`src/msm_pkg.sv`:
```
// Shared constants, codes and stage record types for the bit-string mutation unit.
`timescale 1ns / 1ps

package msm_pkg;

   localparam int DATA_W   = 64;
   localparam int MAX_BITS = 64;
   localparam int KIND_W   = 3;
   localparam int LEN_W    = 7;
   localparam int POS_W    = 6;
   localparam int CNT_W    = 7;
   localparam int GRP_W    = 8;
   localparam int NUM_GRP  = DATA_W / GRP_W;
   localparam int GCNT_W   = $clog2(GRP_W + 1);
   localparam int LOC_W    = $clog2(GRP_W);
   localparam int WINDOW   = 3;

   typedef enum logic [KIND_W-1:0] {
      KIND_RESET      = 3'd0,
      KIND_SET        = 3'd1,
      KIND_FLIP       = 3'd2,
      KIND_GLOBAL_MAJ = 3'd3,
      KIND_GLOBAL_MIN = 3'd4,
      KIND_LOCAL_MAJ  = 3'd5,
      KIND_LOCAL_MIN  = 3'd6
   } kind_type;

   typedef struct packed {
      kind_type               kind;
      logic [DATA_W-1:0]      orig;
      logic [DATA_W-1:0]      pmask;
      logic [DATA_W-1:0]      pfixed;
      logic [LEN_W-1:0]       length;
      logic [POS_W-1:0]       position;
   } req_type;

   // after group counts
   typedef struct packed {
      kind_type                            kind;
      logic [DATA_W-1:0]                   orig;
      logic [DATA_W-1:0]                   modmask;
      logic [DATA_W-1:0]                   base;
      logic [DATA_W-1:0]                   lmask;
      logic [POS_W-1:0]                    pos;
      logic [NUM_GRP-1:0][GCNT_W-1:0]      grp_cnt;
      logic [NUM_GRP-1:0][GCNT_W-1:0]      grp_ones;
      logic [DATA_W-1:0][LOC_W-1:0]        loc_rank;
   } s1_type;

   // after ranks and totals
   typedef struct packed {
      kind_type                            kind;
      logic [DATA_W-1:0]                   orig;
      logic [DATA_W-1:0]                   modmask;
      logic [DATA_W-1:0]                   base;
      logic [DATA_W-1:0]                   lmask;
      logic [POS_W-1:0]                    pos;
      logic [DATA_W-1:0][POS_W-1:0]        rank;
      logic [CNT_W-1:0]                    m_cnt;
      logic [CNT_W-1:0]                    ones_cnt;
   } s2_type;

   // after window placement
   typedef struct packed {
      kind_type                            kind;
      logic [DATA_W-1:0]                   orig;
      logic [DATA_W-1:0]                   modmask;
      logic [DATA_W-1:0]                   base;
      logic [DATA_W-1:0]                   lmask;
      logic [POS_W-1:0]                    pos;
      logic [DATA_W-1:0][POS_W-1:0]        rank;
      logic [CNT_W-1:0]                    m_cnt;
      logic [CNT_W-1:0]                    ones_cnt;
      logic                                bad;
      logic                                whole;
      logic [POS_W-1:0]                    win_lo;
   } s3_type;

   // after bit pick and majority vote
   typedef struct packed {
      kind_type               kind;
      logic [DATA_W-1:0]      orig;
      logic [DATA_W-1:0]      base;
      logic [DATA_W-1:0]      lmask;
      logic [DATA_W-1:0]      hit;
      logic                   bad;
      logic                   cur;
      logic                   maj;
   } s4_type;

   typedef struct packed {
      logic [DATA_W-1:0]      new_bits;
      logic                   changed;
      logic                   position_bad;
   } rsp_type;

endpackage

```
`src/msm_req_if.sv`:
```
// Request channel: valid/ready plus the mutation request fields.
`timescale 1ns / 1ps

interface msm_req_if import msm_pkg::*; ();
   logic                valid;
   logic                ready;
   logic [KIND_W-1:0]   kind;
   logic [DATA_W-1:0]   original_bits;
   logic [DATA_W-1:0]   pattern_mask;
   logic [DATA_W-1:0]   pattern_fixed;
   logic [LEN_W-1:0]    length;
   logic [POS_W-1:0]    position;

   modport source (output valid, kind, original_bits, pattern_mask, pattern_fixed,
                   length, position, input ready);
   modport sink   (input valid, kind, original_bits, pattern_mask, pattern_fixed,
                   length, position, output ready);
endinterface

```
`src/msm_rsp_if.sv`:
```
// Response channel: valid/ready plus the mutated string and flags.
`timescale 1ns / 1ps

interface msm_rsp_if import msm_pkg::*; ();
   logic                valid;
   logic                ready;
   logic [DATA_W-1:0]   new_bits;
   logic                changed;
   logic                position_bad;

   modport source (output valid, new_bits, changed, position_bad, input ready);
   modport sink   (input valid, new_bits, changed, position_bad, output ready);
endinterface

```
`src/msm_count.sv`:
```
// Stages 1-2: length mask, per-group bit counts, then per-bit ranks and totals.
`timescale 1ns / 1ps

module msm_count import msm_pkg::*; (
   input  logic    clock,
   input  logic    reset,
   input  logic    in_valid,
   output logic    in_ready,
   input  req_type in_data,
   output logic    out_valid,
   input  logic    out_ready,
   output s2_type  out_data
);

   logic   v1_ff, v1_in, v2_ff, v2_in;
   logic   rdy1, rdy2;
   s1_type s1_ff, s1_in;
   s2_type s2_ff, s2_in;

   assign rdy2     = !v2_ff || out_ready;
   assign rdy1     = !v1_ff || rdy2;
   assign in_ready = rdy1;
   assign v1_in    = rdy1 ? in_valid : v1_ff;
   assign v2_in    = rdy2 ? v1_ff : v2_ff;

   always_comb begin
      automatic logic [LEN_W-1:0]  lenc;
      automatic logic [DATA_W-1:0] lm;
      automatic logic [DATA_W-1:0] mm;
      automatic logic [GCNT_W-1:0] c;
      automatic logic [GCNT_W-1:0] o;
      lenc = (in_data.length > LEN_W'(MAX_BITS)) ? LEN_W'(MAX_BITS) : in_data.length;
      for (int i = 0; i < DATA_W; i++) begin
         lm[i] = (LEN_W'(i) < lenc);
      end
      mm = in_data.pmask & lm;
      s1_in.kind    = in_data.kind;
      s1_in.orig    = in_data.orig;
      s1_in.modmask = mm;
      s1_in.base    = (in_data.pfixed & ~mm & lm) | (in_data.orig & mm);
      s1_in.lmask   = lm;
      s1_in.pos     = in_data.position;
      for (int g = 0; g < NUM_GRP; g++) begin
         c = '0;
         o = '0;
         for (int j = 0; j < GRP_W; j++) begin
            s1_in.loc_rank[g*GRP_W+j] = LOC_W'(c);
            c = c + GCNT_W'(mm[g*GRP_W+j]);
            o = o + GCNT_W'(mm[g*GRP_W+j] & in_data.orig[g*GRP_W+j]);
         end
         s1_in.grp_cnt[g]  = c;
         s1_in.grp_ones[g] = o;
      end
   end

   always_comb begin
      automatic logic [CNT_W-1:0] acc;
      automatic logic [CNT_W-1:0] ones;
      acc  = '0;
      ones = '0;
      for (int g = 0; g < NUM_GRP; g++) begin
         for (int j = 0; j < GRP_W; j++) begin
            s2_in.rank[g*GRP_W+j] = POS_W'(acc + CNT_W'(s1_ff.loc_rank[g*GRP_W+j]));
         end
         acc  = acc + CNT_W'(s1_ff.grp_cnt[g]);
         ones = ones + CNT_W'(s1_ff.grp_ones[g]);
      end
      s2_in.kind     = s1_ff.kind;
      s2_in.orig     = s1_ff.orig;
      s2_in.modmask  = s1_ff.modmask;
      s2_in.base     = s1_ff.base;
      s2_in.lmask    = s1_ff.lmask;
      s2_in.pos      = s1_ff.pos;
      s2_in.m_cnt    = acc;
      s2_in.ones_cnt = ones;
   end

   always_ff @(posedge clock) begin
      if (reset) begin
         v1_ff <= 1'b0;
         v2_ff <= 1'b0;
      end else begin
         v1_ff <= v1_in;
         v2_ff <= v2_in;
      end
   end

   always_ff @(posedge clock) begin
      if (rdy1) begin
         s1_ff <= s1_in;
      end
      if (rdy2) begin
         s2_ff <= s2_in;
      end
   end

   assign out_valid = v2_ff;
   assign out_data  = s2_ff;

endmodule

```
`src/msm_select.sv`:
```
// Stages 3-4: bad-position check and window placement, then bit pick and majority vote.
`timescale 1ns / 1ps

module msm_select import msm_pkg::*; (
   input  logic    clock,
   input  logic    reset,
   input  logic    in_valid,
   output logic    in_ready,
   input  s2_type  in_data,
   output logic    out_valid,
   input  logic    out_ready,
   output s4_type  out_data
);

   logic   v3_ff, v3_in, v4_ff, v4_in;
   logic   rdy3, rdy4;
   s3_type s3_ff, s3_in;
   s4_type s4_ff, s4_in;

   assign rdy4     = !v4_ff || out_ready;
   assign rdy3     = !v3_ff || rdy4;
   assign in_ready = rdy3;
   assign v3_in    = rdy3 ? in_valid : v3_ff;
   assign v4_in    = rdy4 ? v3_ff : v4_ff;

   always_comb begin
      automatic logic [POS_W-1:0] lo;
      automatic logic [CNT_W-1:0] top;
      automatic logic             glob;
      glob = (in_data.kind == KIND_GLOBAL_MAJ) || (in_data.kind == KIND_GLOBAL_MIN);
      lo   = (in_data.pos == '0) ? '0 : in_data.pos - POS_W'(1);
      top  = in_data.m_cnt - CNT_W'(WINDOW);
      s3_in.whole = glob || (in_data.m_cnt <= CNT_W'(WINDOW));
      // pull the window inward at the upper end
      if (!s3_in.whole && (CNT_W'(lo) > top)) begin
         lo = POS_W'(top);
      end
      s3_in.win_lo   = lo;
      s3_in.bad      = CNT_W'(in_data.pos) >= in_data.m_cnt;
      s3_in.kind     = in_data.kind;
      s3_in.orig     = in_data.orig;
      s3_in.modmask  = in_data.modmask;
      s3_in.base     = in_data.base;
      s3_in.lmask    = in_data.lmask;
      s3_in.pos      = in_data.pos;
      s3_in.rank     = in_data.rank;
      s3_in.m_cnt    = in_data.m_cnt;
      s3_in.ones_cnt = in_data.ones_cnt;
   end

   always_comb begin
      automatic logic [WINDOW-1:0] win;
      automatic logic [CNT_W:0]    twice;
      automatic logic              cur;
      win = '0;
      for (int i = 0; i < DATA_W; i++) begin
         s4_in.hit[i] = s3_ff.modmask[i] && (s3_ff.rank[i] == s3_ff.pos);
         for (int j = 0; j < WINDOW; j++) begin
            if (s3_ff.modmask[i] && s3_ff.orig[i]
                && (s3_ff.rank[i] == POS_W'(s3_ff.win_lo + POS_W'(j)))) begin
               win[j] = 1'b1;
            end
         end
      end
      cur   = |(s4_in.hit & s3_ff.orig);
      twice = {s3_ff.ones_cnt, 1'b0};
      if (s3_ff.whole) begin
         if (twice > {1'b0, s3_ff.m_cnt}) begin
            s4_in.maj = 1'b1;
         end else if (twice < {1'b0, s3_ff.m_cnt}) begin
            s4_in.maj = 1'b0;
         end else begin
            s4_in.maj = cur;
         end
      end else begin
         // full three-bit window never ties
         s4_in.maj = (win[0] & win[1]) | (win[0] & win[2]) | (win[1] & win[2]);
      end
      s4_in.cur   = cur;
      s4_in.kind  = s3_ff.kind;
      s4_in.orig  = s3_ff.orig;
      s4_in.base  = s3_ff.base;
      s4_in.lmask = s3_ff.lmask;
      s4_in.bad   = s3_ff.bad;
   end

   always_ff @(posedge clock) begin
      if (reset) begin
         v3_ff <= 1'b0;
         v4_ff <= 1'b0;
      end else begin
         v3_ff <= v3_in;
         v4_ff <= v4_in;
      end
   end

   always_ff @(posedge clock) begin
      if (rdy3) begin
         s3_ff <= s3_in;
      end
      if (rdy4) begin
         s4_ff <= s4_in;
      end
   end

   assign out_valid = v4_ff;
   assign out_data  = s4_ff;

endmodule

```
`src/msm_merge.sv`:
```
// Stage 5: apply the operation, merge into the string, flag changes; output register.
`timescale 1ns / 1ps

module msm_merge import msm_pkg::*; (
   input  logic    clock,
   input  logic    reset,
   input  logic    in_valid,
   output logic    in_ready,
   input  s4_type  in_data,
   output logic    out_valid,
   input  logic    out_ready,
   output rsp_type out_data
);

   logic    v5_ff, v5_in;
   logic    rdy5;
   rsp_type r_ff, r_in;

   assign rdy5     = !v5_ff || out_ready;
   assign in_ready = rdy5;
   assign v5_in    = rdy5 ? in_valid : v5_ff;

   always_comb begin
      automatic logic              nb;
      automatic logic [DATA_W-1:0] res;
      unique case (in_data.kind) inside
         KIND_RESET:                         nb = 1'b0;
         KIND_SET:                           nb = 1'b1;
         KIND_FLIP:                          nb = !in_data.cur;
         KIND_GLOBAL_MAJ, KIND_LOCAL_MAJ:    nb = in_data.maj;
         KIND_GLOBAL_MIN, KIND_LOCAL_MIN:    nb = !in_data.maj;
         default:                            nb = in_data.cur;
      endcase
      if (in_data.bad) begin
         res = in_data.orig & in_data.lmask;
      end else begin
         res = (in_data.base & ~in_data.hit) | (nb ? in_data.hit : '0);
      end
      r_in.new_bits     = res;
      r_in.changed      = !in_data.bad && (|((res ^ in_data.orig) & in_data.lmask));
      r_in.position_bad = in_data.bad;
   end

   always_ff @(posedge clock) begin
      if (reset) begin
         v5_ff <= 1'b0;
      end else begin
         v5_ff <= v5_in;
      end
   end

   always_ff @(posedge clock) begin
      if (rdy5) begin
         r_ff <= r_in;
      end
   end

   assign out_valid = v5_ff;
   assign out_data  = r_ff;

endmodule

```
`src/masked_bitstring_mutation_unit.sv`:
```
// Top level of the masked bit-string mutation unit.
//
//   channel   dir   handshake        beat contents
//   req_bus   in    valid / ready    kind, original_bits, pattern_mask, pattern_fixed,
//                                    length, position
//   rsp_bus   out   valid / ready    new_bits, changed, position_bad
//
// Five register stages: group counts, ranks, window placement, bit pick and vote,
// merge into the output register. One beat per cycle in while the response side does not stall.
// Each stage has its own valid bit and loads whenever it is empty or the next
// stage moves, so bubbles close up behind a stalled response.
// Synchronous reset clears the valid bits only.
`timescale 1ns / 1ps

module masked_bitstring_mutation_unit import msm_pkg::*; (
   input  logic       clock,
   input  logic       reset,
   msm_req_if.sink    req_bus,
   msm_rsp_if.source  rsp_bus
);

   req_type req_data;
   s2_type  s2_data;
   s4_type  s4_data;
   rsp_type rsp_data;
   logic    s2_valid, s2_ready, s4_valid, s4_ready;

   assign req_data.kind     = kind_type'(req_bus.kind);
   assign req_data.orig     = req_bus.original_bits;
   assign req_data.pmask    = req_bus.pattern_mask;
   assign req_data.pfixed   = req_bus.pattern_fixed;
   assign req_data.length   = req_bus.length;
   assign req_data.position = req_bus.position;

   msm_count u_count (
      .clock     (clock),
      .reset     (reset),
      .in_valid  (req_bus.valid),
      .in_ready  (req_bus.ready),
      .in_data   (req_data),
      .out_valid (s2_valid),
      .out_ready (s2_ready),
      .out_data  (s2_data)
   );

   msm_select u_select (
      .clock     (clock),
      .reset     (reset),
      .in_valid  (s2_valid),
      .in_ready  (s2_ready),
      .in_data   (s2_data),
      .out_valid (s4_valid),
      .out_ready (s4_ready),
      .out_data  (s4_data)
   );

   msm_merge u_merge (
      .clock     (clock),
      .reset     (reset),
      .in_valid  (s4_valid),
      .in_ready  (s4_ready),
      .in_data   (s4_data),
      .out_valid (rsp_bus.valid),
      .out_ready (rsp_bus.ready),
      .out_data  (rsp_data)
   );

   assign rsp_bus.new_bits     = rsp_data.new_bits;
   assign rsp_bus.changed      = rsp_data.changed;
   assign rsp_bus.position_bad = rsp_data.position_bad;

endmodule
```
`src/flat_wrapper.sv`:
```
// flat-port wrapper written by rule: the top's interface ports become plain ports
module masked_bitstring_mutation_unit_flat import msm_pkg::*;
  (clock, reset, req_bus_valid, req_bus_kind, req_bus_original_bits, req_bus_pattern_mask, req_bus_pattern_fixed, req_bus_length, req_bus_position, req_bus_ready, rsp_bus_valid, rsp_bus_new_bits, rsp_bus_changed, rsp_bus_position_bad, rsp_bus_ready);
  msm_req_if req_bus_i ();
  msm_rsp_if rsp_bus_i ();
  input  logic clock;
  input  logic reset;
  input wire logic [$bits(req_bus_i.valid)-1:0] req_bus_valid;
  input wire logic [$bits(req_bus_i.kind)-1:0] req_bus_kind;
  input wire logic [$bits(req_bus_i.original_bits)-1:0] req_bus_original_bits;
  input wire logic [$bits(req_bus_i.pattern_mask)-1:0] req_bus_pattern_mask;
  input wire logic [$bits(req_bus_i.pattern_fixed)-1:0] req_bus_pattern_fixed;
  input wire logic [$bits(req_bus_i.length)-1:0] req_bus_length;
  input wire logic [$bits(req_bus_i.position)-1:0] req_bus_position;
  output wire logic [$bits(req_bus_i.ready)-1:0] req_bus_ready;
  output wire logic [$bits(rsp_bus_i.valid)-1:0] rsp_bus_valid;
  output wire logic [$bits(rsp_bus_i.new_bits)-1:0] rsp_bus_new_bits;
  output wire logic [$bits(rsp_bus_i.changed)-1:0] rsp_bus_changed;
  output wire logic [$bits(rsp_bus_i.position_bad)-1:0] rsp_bus_position_bad;
  input wire logic [$bits(rsp_bus_i.ready)-1:0] rsp_bus_ready;
  assign req_bus_i.valid = req_bus_valid;
  assign req_bus_i.kind = req_bus_kind;
  assign req_bus_i.original_bits = req_bus_original_bits;
  assign req_bus_i.pattern_mask = req_bus_pattern_mask;
  assign req_bus_i.pattern_fixed = req_bus_pattern_fixed;
  assign req_bus_i.length = req_bus_length;
  assign req_bus_i.position = req_bus_position;
  assign req_bus_ready = req_bus_i.ready;
  assign rsp_bus_valid = rsp_bus_i.valid;
  assign rsp_bus_new_bits = rsp_bus_i.new_bits;
  assign rsp_bus_changed = rsp_bus_i.changed;
  assign rsp_bus_position_bad = rsp_bus_i.position_bad;
  assign rsp_bus_i.ready = rsp_bus_ready;
  masked_bitstring_mutation_unit u_core (.clock(clock), .reset(reset), .req_bus(req_bus_i), .rsp_bus(rsp_bus_i));
endmodule
```
`config.mk`:
```
export PLATFORM = sky130hd
export DESIGN_NAME = masked_bitstring_mutation_unit_flat
export DESIGN_NICKNAME = d
export VERILOG_FILES = /design/src/msm_pkg.sv /design/src/msm_req_if.sv /design/src/msm_rsp_if.sv /design/src/msm_count.sv /design/src/msm_select.sv /design/src/msm_merge.sv /design/src/masked_bitstring_mutation_unit.sv /design/src/flat_wrapper.sv
export SDC_FILE = /design/constraint.sdc
export NUM_CORES = 2
export LEC_CHECK = 0
export ABC_AREA = 1
export BUFFER_PORTS_ARGS = -buffer_cell sky130_fd_sc_hd__buf_2
export CAP_MARGIN = 20
export CORE_MARGIN = 2
export CORE_UTILIZATION = 50
export CTS_CLUSTER_DIAMETER = 40
export DETAILED_ROUTE_END_ITERATION = 10
export PLACE_DENSITY = 0.78
export SLEW_MARGIN = 20
export SYNTH_ARGS = -nofsm -noshare
export SYNTH_HDL_FRONTEND = slang
export SYNTH_SLANG_ARGS = --single-unit
```
`constraint.sdc`:
```
create_clock -name clock -period 213.9 [get_ports clock]
set_input_delay 64.17 -clock clock [delete_from_list [all_inputs] [get_ports clock]]
set_output_delay 64.17 -clock clock [all_outputs]
set_load 0.01 [all_outputs]
```
# Word-level counts from Yosys, hierarchy flattened
# Index checks and enable logic that the tools add are counted.
# word_totals
register_bits	2086
input_bits	212
out_inout_bits	68
wordCells	1379
# classes
addsub	179
n_lt_le_gt_ge	70
n_eq_ne	260
muxes	201
bitwise_logic	82
n_reduce_logical	348
# op_table
cell	n
$eq A6 B6 Y1	220
$and A64 B64 Y64	8
$logic_and A1 B1 Y1	322
$add A4 B1 Y4	64
$lt A6 B7 Y1 const A	32
$mux W1	195
$add A6 B3 Y6	30
$eq A3 B6 Y1	24
$mux W64	2
$not A64 Y64	2
$or A64 B64 Y64	2
$reduce_or A64 Y1	2
$lt A5 B7 Y1 const A	16
$and A1 B1 Y1	67
$add A3 B1 Y4	16
$xor A64 B64 Y64	1
$add A7 B4 Y7	8
$lt A4 B7 Y1 const A	8
$add A2 B1 Y3	16
$add A5 B3 Y6	6
$add A1 B1 Y2	16
$add A4 B3 Y5	6
$add A6 B1 Y6	5
$logic_not A6 Y1	5
other kinds (31)	67

# Depth between registers and ports, before layout
# depth
depth_word	71
ltp_mapped	39
ltp_nobuf	39

# Cells and area by module
# From an unflattened synthesis, not the netlist that was laid out.
# hier_totals
hier_cells	9671
area_unflattened_um2	104129.9
# by_module_without_submodules
module	instances	cells_per_inst	area_each_um2	seq_area_each_um2
msm_select	1	5678	51151.6	28056.9
msm_count	1	3060	46804.9	32681.3
msm_merge	1	933	6173.4	2001.9

# Worst setup path before layout
# OpenSTA, ideal clock, no wires.
# synth_path
path_kind	input to output
start	input rsp_bus_ready
end	output req_bus_ready
arrival_time_ps	94280
required_ps	149730
path_slack_ps	55450
stages	8
n_path_buf	0
cell_sequence	nor2_1 inv_1 nor2_1 inv_1 nor2_1 inv_1 nor2_1 nand2_1
# synth_via
elab_chain_cells	5
# synth_lines
item	line	text
from (decl)	flat_wrapper.sv:20	input wire logic [$bits(rsp_bus_i.ready)-1:0] rsp_bus_ready;
$logic_or A1 B1 Y1	msm_merge.sv:19	assign rdy5 = !v5_ff || out_ready;
named net u_core.s4_ready	masked_bitstring_mutation_unit.sv:26	logic s2_valid, s2_ready, s4_valid, s4_ready;
$logic_or A1 B1 Y1	msm_select.sv:20	assign rdy4 = !v4_ff || out_ready;
named net u_core.u_select.rdy4	msm_select.sv:16	logic rdy3, rdy4;
$logic_or A1 B1 Y1	msm_select.sv:21	assign rdy3 = !v3_ff || rdy4;
named net u_core.s2_ready	masked_bitstring_mutation_unit.sv:26	
$logic_or A1 B1 Y1	msm_count.sv:20	assign rdy2 = !v2_ff || out_ready;
$logic_or A1 B1 Y1	msm_count.sv:21	assign rdy1 = !v1_ff || rdy2;
to (decl)	flat_wrapper.sv:15	output wire logic [$bits(req_bus_i.ready)-1:0] req_bus_ready;
# The timed path passes the listed nets, and every way through them passes these cells.

# Worst setup path after layout
# Same ends and word-level chain as after synthesis.

==> results.sh <==
export IMPL_status="completed"
export IMPL_timing_fmax_mhz=7.59
export IMPL_min_path_type="reg -> reg"
export IMPL_drc=0
export IMPL_synth_cells=8543
export IMPL_tightest_slew_ns=1.22
export IMPL_fin_tns_setup_ns=0
export IMPL_die_area_um2=199000
export IMPL_clock_root_buffer="clkbuf_16"
export IMPL_final_max_slew_viol_count=0
export IMPL_criticalPathCategory="in -> out"
export IMPL_setup_viol=0
export IMPL_critPathMaxFanout=117
export IMPL_drtPass1Iterations=10
export IMPL_post_route_period_util_pct=61.6
export IMPL_ios=280
export IMPL_synth_async_sr_flop_share_pct=0
export IMPL_holdBufCountCts=0
export IMPL_r2r_start="u_core.u_count.s1_ff[224]"
export IMPL_rows=162
export IMPL_grt_total_usage_pct=31.8
export IMPL_cts_sinks=2050
export IMPL_route_met3_wl_um=48800
export IMPL_finalCriticalPeriod_ns=131.79
export IMPL_startpoint_type="input pin"
export IMPL_setup_ws_ns=82.11
export IMPL_cp_slowest_cell="nor2_1"
export IMPL_cp_end_kind="output pin"
export IMPL_drive_above_1_share_pct=9.79
export IMPL_via_count=70529
export IMPL_yosys_warnings=0
export IMPL_grt_pass1_wl_um=454000
export IMPL_hold_slack_ns=0.394
export IMPL_worstSkewPairLatency_ns=0.87
export IMPL_worst_path_most_repeated_cell="nor2_1"
export IMPL_cts_reportedPaths_clkPinSlew_ns=0.07
export IMPL_postCtsSetupRepairBufs=0
export IMPL_syn_to_final_growth_pct=12.2
export IMPL_syn_area_um2=97700
export IMPL_grt_pass1_vias=67647
export IMPL_grt_max_degree=155
export IMPL_synthTopCellsByArea="edfxtp_1 63%, nand2_1 6.6%, ha_1 4.0%"
export IMPL_ant_nets=0
export IMPL_cts_resized_gates=0
export IMPL_cp_arrival_ns=67.62
export IMPL_dr_wl_met2_um=138000
export IMPL_antenna_found_initial=30
export IMPL_synth_top_area_cell="edfxtp_1"
export IMPL_cp_slowest_stage_delay_ns=0.58
export IMPL_synth_cell_types=58
export IMPL_synth_seq_cells=2050
export IMPL_synth_edff_count=2045
export IMPL_syn_num_nets=9189
export IMPL_drt_initial_drc_count=11058
export IMPL_synth_top_area_share_pct=62.9
export IMPL_yosys_most_used_dff="edfxtp_1"
export IMPL_gp_congestion=0.992
export IMPL_dpl_instance_area_um2=102000
export IMPL_wl_met1_um=107000
export IMPL_rsz0062_at_grt="no"
export IMPL_final_nets=9549
export IMPL_htree_num_levels=4
export IMPL_max_slew_margin_pct=18.0
export IMPL_setup_worst_path_start="rsp_bus_ready"
export IMPL_preCtsSetupSlack_ns=82.12
export IMPL_initial_core_util_pct=50.2
export IMPL_crit_required_ns=149.73
export IMPL_path_cells="buf_2 -> nor2_1 -> clkinv_2 -> nor2_1 -> inv_8 -> nor2_1 -> inv_8 -> nor2_1 -> nand2_4 -> buf_2"
export IMPL_chipHeight_um=446
export IMPL_cts_tree="built"
export IMPL_hpwl_um=220000
export IMPL_highest_signal_layer="met5"
export IMPL_hold_viol_final=0
export IMPL_cts_buffers=210
export IMPL_gr_total_overflow=0
export IMPL_die_x_um=446
export IMPL_fin_worst_skew_ns=0.0423
export IMPL_synth_avg_cell_area_um2=11.4
export IMPL_max_cap_violations=0
export IMPL_ys_seq_area_share_pct=63.0
export IMPL_routed_wl_um=322000
export IMPL_clockBufferDepth=3
export IMPL_io_buffers=279
export IMPL_min_from="u_core.u_count.s1_ff[390]"
export IMPL_final_cell_area_um2=110000
export IMPL_vias_per_cell=6.06
export IMPL_post_drt_wl_per_cell_um=27.7
export IMPL_core_um2=195000
-- metal layers --
metal | vias to the layer above | global-route usage [%]
met5 | - | 0
met4 | 16 | 23.4
met3 | 1467 | 9.84
met2 | 5671 | 47.4
met1 | 33287 | 39.1
li1 | 30088 | -
-- critical path: cells and delay by family --
kind          cells  cell delay (ns)
buf+inv           5             1.41
simple gates      5             1.94
-- cell families (layout without fill, tap and decap cells) --
logic type / count (synthesis) / after routing / synth area share [%]
XOR/XNOR: 682 / 682 / 6.15
flip-flops: 2050 / 2050 / 63.0
adder cells (fa/ha/maj): 434 / 434 / 6.48
AO/OA/AOI/OAI: 864 / 864 / 5.35
other: 0 / 21 / 0
AND/OR/NAND/NOR: 3357 / 3357 / 14.5
buffers and inverters: 1156 / 1693 / 4.58
-- synth_stat cells, types with 32 or more instances --
cell type  number
a21oi_1       253
a31o_2         32
and2_1         36
buf_2          75
clkbuf_1      155
edfxtp_1     2045
fa_1          120
ha_1          314
inv_1         865
nand2_1      1711
nand3_1       428
nand3b_1       40
nand4_1        91
nor2_1        791
nor3_1        140
nor4_1         33
o2111ai_1      32
o211ai_1       32
o21ai_0       207
o21bai_1       51
o22ai_1       164
xnor2_1       313
xor2_1        365
-- path summary, 6_finish.rpt --
| path | end | slack, ns | depth (start not counted) |
|---|---|---|---|
| worst max-delay path | req_bus_ready | 82.11 | 10 |
| worst min-delay path | u_core.u_count.out_data[532] | 0.39 | 0 |
| worst max register to register | u_core.u_count.out_data[13] | 201.45 | 36 |
| worst min register to register | u_core.u_count.out_data[532] | 0.39 | 0 |
-- area by class of cell --
class | count | area [um^2]
tap | 2542 | 3180
clock buffer | 236 | 5370
antenna | 21 | 52.6
inverter | 885 | 3350
clock inverter | 153 | 1720
fill | 14995 | 85000
sequential | 2050 | 61500
multi-input combinational | 5337 | 31800
timing repair buffer | 419 | 2570
-- flip-flops by register name, indices dropped and copies added, names as in the netlist --
signal	cells
u_core.u_count.out_data	622
u_core.u_select.out_data	262
u_core.u_select.s3_ff	630
u_core.u_merge.out_valid	1
u_core.u_select.out_valid	1
u_core.u_count.v1_ff	1
u_core.u_count.out_valid	1
u_core.u_select.v3_ff	1
u_core.u_merge.out_data	66
u_core.u_count.s1_ff	465
-- stage by stage --
step / cells / utilization [%]
after detailed placement: 11230 / 52.6
after global routing: 11628 / 56.3
final: 11643 / 56.3
after CTS: 11619 / 56.2
after global placement: 11229 / 52.6
after floorplan: 8543 / -
-- cells in the final DEF, fill, tap and decap left out, types with 51 or more instances in the layout --
cell / instances
a21oi_1: 253
buf_2: 279
buf_4: 129
clkbuf_16: 211
edfxtp_1: 2045
fa_1: 120
ha_1: 312
inv_1: 859
nand2_1: 1703
nand3_1: 428
nand4_1: 91
nor2_1: 787
nor3_1: 140
o21ai_0: 206
o21bai_1: 51
o22ai_1: 164
xnor2_1: 311
xor2_1: 365
Power is not shown: default switching activity piles up to over one toggle a cycle in this logic, so the estimate is an artifact.
